$ cat config.mk
export PLATFORM = sky130hd
export DESIGN_NAME = d2d_div
export DESIGN_NICKNAME = d
export VERILOG_FILES = /design/src/rtl/d2d_div.sv
export SDC_FILE = /design/constraint.sdc
export NUM_CORES = 1
export LEC_CHECK = 0
export BUFFER_PORTS_ARGS = -buffer_cell sky130_fd_sc_hd__buf_4
export CAP_MARGIN = 20
export CORE_UTILIZATION = 50
export CTS_BUF_LIST = sky130_fd_sc_hd__clkbuf_8
export DETAILED_ROUTE_END_ITERATION = 16
export PLACE_DENSITY = 0.76
export REMOVE_ABC_BUFFERS = 1
export SLEW_MARGIN = 25
export SYNTH_ARGS = -nofsm -noshare
export SYNTH_HDL_FRONTEND = slang
export SYNTH_SLANG_ARGS = --single-unit
export TNS_END_PERCENT = 100
$ cat constraint.sdc
create_clock -name clk_i -period 4 [get_ports clk_i]
set_input_delay 0.8 -clock clk_i [delete_from_list [all_inputs] [get_ports clk_i]]
set_output_delay 0.8 -clock clk_i [all_outputs]
set_load 0.02 [all_outputs]
$ cat src/rtl/d2d_div.sv
module d2d_div #(
  parameter int unsigned NW = 32,
  parameter int unsigned DW = 15,
  parameter int unsigned QW = 20,
  parameter int unsigned SW = 1
) (
  input  logic          clk_i,
  input  logic          rst_ni,
  input  logic          en_i,
  input  logic          valid_i,
  input  logic [NW-1:0] num_i,
  input  logic [DW-1:0] den_i,
  input  logic [SW-1:0] side_i,
  output logic          valid_o,
  output logic [QW-1:0] quo_o,
  output logic          ovf_o,
  output logic [SW-1:0] side_o
);

  localparam int unsigned HW = NW - QW;

  logic [HW+DW-1:0] top_ext;
  logic [HW+DW-1:0] den_ext;

  logic          valid_q [QW+1];
  logic [DW-1:0] rem_q   [QW+1];
  logic [QW-1:0] low_q   [QW+1];
  logic [QW-1:0] quo_q   [QW+1];
  logic [DW-1:0] den_q   [QW+1];
  logic          ovf_q   [QW+1];
  logic [SW-1:0] side_q  [QW+1];

  // Quotient fits in QW bits exactly when the upper numerator bits stay below the divisor
  assign top_ext = {{DW{1'b0}}, num_i[NW-1:QW]};
  assign den_ext = {{HW{1'b0}}, den_i};

  always_ff @(posedge clk_i or negedge rst_ni) begin
    if (!rst_ni) begin
      valid_q[0] <= 1'b0;
    end else if (en_i) begin
      valid_q[0] <= valid_i;
    end
  end

  always_ff @(posedge clk_i) begin
    if (en_i) begin
      rem_q[0]  <= top_ext[DW-1:0];
      low_q[0]  <= num_i[QW-1:0];
      quo_q[0]  <= '0;
      den_q[0]  <= den_i;
      ovf_q[0]  <= (top_ext >= den_ext);
      side_q[0] <= side_i;
    end
  end

  for (genvar k = 1; k <= QW; k++) begin : g_step
    logic [DW:0]   trial;
    logic [DW:0]   diff;
    logic          take;
    logic [DW-1:0] rem_d;

    always_comb begin
      trial = {rem_q[k-1], low_q[k-1][QW-1]};
      diff  = trial - {1'b0, den_q[k-1]};
      take  = (trial >= {1'b0, den_q[k-1]});
      rem_d = take ? diff[DW-1:0] : trial[DW-1:0];
    end

    always_ff @(posedge clk_i or negedge rst_ni) begin
      if (!rst_ni) begin
        valid_q[k] <= 1'b0;
      end else if (en_i) begin
        valid_q[k] <= valid_q[k-1];
      end
    end

    always_ff @(posedge clk_i) begin
      if (en_i) begin
        rem_q[k]  <= rem_d;
        low_q[k]  <= low_q[k-1] << 1;
        quo_q[k]  <= {quo_q[k-1][QW-2:0], take};
        den_q[k]  <= den_q[k-1];
        ovf_q[k]  <= ovf_q[k-1];
        side_q[k] <= side_q[k-1];
      end
    end
  end

  assign valid_o = valid_q[QW];
  assign quo_o   = quo_q[QW];
  assign ovf_o   = ovf_q[QW];
  assign side_o  = side_q[QW];

endmodule

==> results.md <==
* Leading area contributor after synthesis: edfxtp_1
* Synth area leaders: edfxtp_1 63%, ha_1 7.7%, mux2_2 3.0%
* Peak VDD IR at 0.360 mV
* Multiplexer share of the synthesized area at 0.0354
* Routed Antenna Nets at 0
* Pins Over Slew Limit at 0
* Root Driver: clkbuf_8
* Pwr/cell area at 714 nW/um^2
* Worst skew pair latency at 0.82 ns
* First-pass GRT wire length at 144 mm
* Post-synth cell types at 74
* Finished Core Util at 0.562
* Async SR Flop Fraction at 0.0194
* Initial DRC Count at 1,894
* Syn_area_per_cell at 13.4 sq um
* Adder-cell share of the synthesized area at 0.0845
* WP data arrival at 3.90 ns
* F_max at 300 MHz
* Top cell type's share of synthesized area at 0.631
* Core area at 100,000 sq um
* Die Wd at 319 microns
* Register area share after synthesis at 0.642
* Final wirelength at 87.3 mm
* Top sig layer: met4
* WS Path Type: reg2reg
* Vias in the first global route at 29,358
* Post-DP HPWL at 60.3 mm
* Clock skew at 0.0296 ns
* Die Y at 319 microns
* Aggregate global-route resource usage at 0.173
* Fin crit share at 0.832
* Post-CTS Resized at 0
* Nets at 4,408
* Cells after Synth at 3,769
* Total Die Area at 102,000 sq um
* Final Hold Vio Count at 0
* Top_reg_cell synth: edfxtp_1
* Share of layout cells above drive strength 1 at 0.125
* Worst path cell trace: inv_1 -> ha_1 -> fa_1 -> nor2b_1 -> o21ai_0 -> a21oi_1 -> a211oi_1 -> nor3_1 -> o32a_1 -> mux2_2
* Hold path depth at 1
* Max H-tree Level at 4
* Routed vias at 29,408
* Setup ws final at 0.670 ns
* Max Cap Violations at 0
* Largest net degree at the start of global routing at 111
* Residual DRC at 0
* Most numerous cell in the Yosys netlist: edfxtp_1
* Compound-Gate Fraction of Synth Area at 0.104
* P&R area growth vs syn at 11.6%
* CTS Sinks at 1,080
* Tightest Pin Transition at 0.981 ns
* Met3 routed WL at 3.94 mm
* Routability congestion estimate at 0.900
* Pre-CTS WS at 0.756 ns
* Remaining global-route overflow at 0
* Hold Startpoint: den_i[10]
* Crit path max-delay cell type: o32a_1
* Largest family of logic cells by synthesized area: compound AO/OA/AOI/OAI gates
* Clock Pin Slew Worst Setup and Hold Paths at 0.06 ns
* Crit path capture type: flop
* M1 wire length at 39.2 mm
* Post-layout minimum cycle time at 3.33 ns
* CTS Buffer Depth at 3
* Detail-routed via count per cell at 5.37
* Static Leak at 22.3 nW
* Synthesized area at 50,400 sq um
* EDFF count, synth at 1,059
* Hold Crit Class: in2reg
* Buffers on Ports at 74
* Delay-heaviest family, CP: compound AO/OA/AOI/OAI gates
* # setup viols final at 0
* Max-slew headroom at 0.345
* WP buf/inv at 1
* Status: finished, final reports clean
* Wire per inst at 15.9 microns
* R2R Path Start: low_q[6][19]$_DFFE_PP_
* TritonCTS clock tree: done
* RSZ-0062 raised after global routing: no
* Drt first pass iters at 5
* Path depth of the worst reg2reg path at 10
* YS warnings at 0
* # IOs at 75
* Critical path peak fanout at 25
* Yosys reg bits at 1,080
* Hold path endpoint: den_q[0][10]$_DFFE_PP_
* Row count at 116
* Cts bufs inserted at 177
* Crit-path max cell delay at 0.70 ns
* XOR/XNOR share of the synthesized area at 0.0320
* Starting Density at 0.504
* Top cells by count, synth: 1,059 x edfxtp_1, 404 x inv_1, 310 x ha_1, 241 x o21ai_0, 240 x a21oi_1
* Antenna violations before repair at 2
* Worst Setup Start Kind: flop
* Critical Path RT at 4.57 ns
* Routed wl met2 at 42.0 mm
* R2R setup slack at 0.67 ns
* Post-Synth Simple-Gate Area at 0.0675
* FF-to-FF End: rem_q[7][6]$_DFFE_PP_
* Fillers at 7,899
cell usage in the layout (no fill, tap or decap), types with 126 or more instances in the layout:
cell	count
clkbuf_8	178
buf_4	126
nand2_1	221
nor2_1	184
mux2_2	136
edfxtp_1	1059
a21oi_1	240
ha_1	310
o21ai_0	240
inv_1	461
worst max-delay path by stage:
stage	from	end	slack (ns)	depth (start not counted)
floorplan	rem_q[3][6]$_DFFE_PP_	rem_q[4][9]$_DFFE_PP_	-0.39	8
global placement	low_q[6][19]$_DFFE_PP_	rem_q[7][3]$_DFFE_PP_	0.81	10
detailed placement	rem_q[6][1]$_DFFE_PP_	rem_q[7][11]$_DFFE_PP_	0.76	8
CTS	low_q[6][19]$_DFFE_PP_	rem_q[7][6]$_DFFE_PP_	0.67	10
global route	rem_q[14][1]$_DFFE_PP_	rem_q[15][10]$_DFFE_PP_	0.45	9
finish	low_q[6][19]$_DFFE_PP_	rem_q[7][6]$_DFFE_PP_	0.67	10
metrics by stage:
stage	instances	hold WS, ns	total power, mW	setup TNS [ns]	cell area (sq um)
global route	5473	0.0716	42.9	0	56200
detailed placement	5145	0.405	31.2	0	52900
finish	5473	0.151	40.1	0	56200
CTS	5471	0.0443	40.4	0	56200
global placement	5145	0.400	30.8	0	52900
floorplan	3711	0.400	27.6	-4.23	50100
routing by layer:
metal,global-route usage,vias to the layer above
met1,0.223,14080
met3,0.0348,167
li1,-,14506
met2,0.289,655
met4,0.0650,0
met5,0,-
repair_timing:
item                                   CTS  global route
endpoints found under the hold margin   21             0
hold buffers                             1             0
setup buffers                            0             0
flip-flops by register name (all words and copies together) (netlist names):
signal and cells:
den_q 300, rem_q 297, low_q 210, quo_q 210
ovf_q 21, side_q 21, valid_q 20, valid_o 1
final cells by class:
type	instances	area (sq um)	area share
inverter	405	1520	0.0270
clock inverter	147	836	0.0149
antenna	2	5.00	0.0000890
tap	1298	1620	0.0289
clock buffer	178	2450	0.0436
multi-input combinational	2226	16300	0.290
timing repair buffer	137	1150	0.0205
sequential	1080	32300	0.575
cells by family (layout without fill, tap and decap cells):
kind of cell    after synthesis  count (layout)
other cells                   0               2
xor+xnor                    184             184
flops                      1080            1080
buf+inv                     463             867
compound gates              840             840
mux                         161             161
fa+ha+maj                   329             329
simple gates                712             712
worst reg2reg max path: cells and delay by family, from the launching register on:
family          cells  cell delay (ns)
compound gates      4             1.62
fa+ha+maj           2             0.43
buf+inv             1             0.08
flops               1             0.39
mux                 1             0.42
simple gates        2             0.14
where the power goes:
group	internal, mW	total (mW)	switching, mW	leakage, nW
clock	4.57	8.90	4.33	1.87
sequential	15.6	16.7	1.11	10.6
combinational	6.58	14.5	7.95	9.86
total	26.7	40.1	13.4	22.3
No activity file was read; power rests on OpenSTA's default activity.
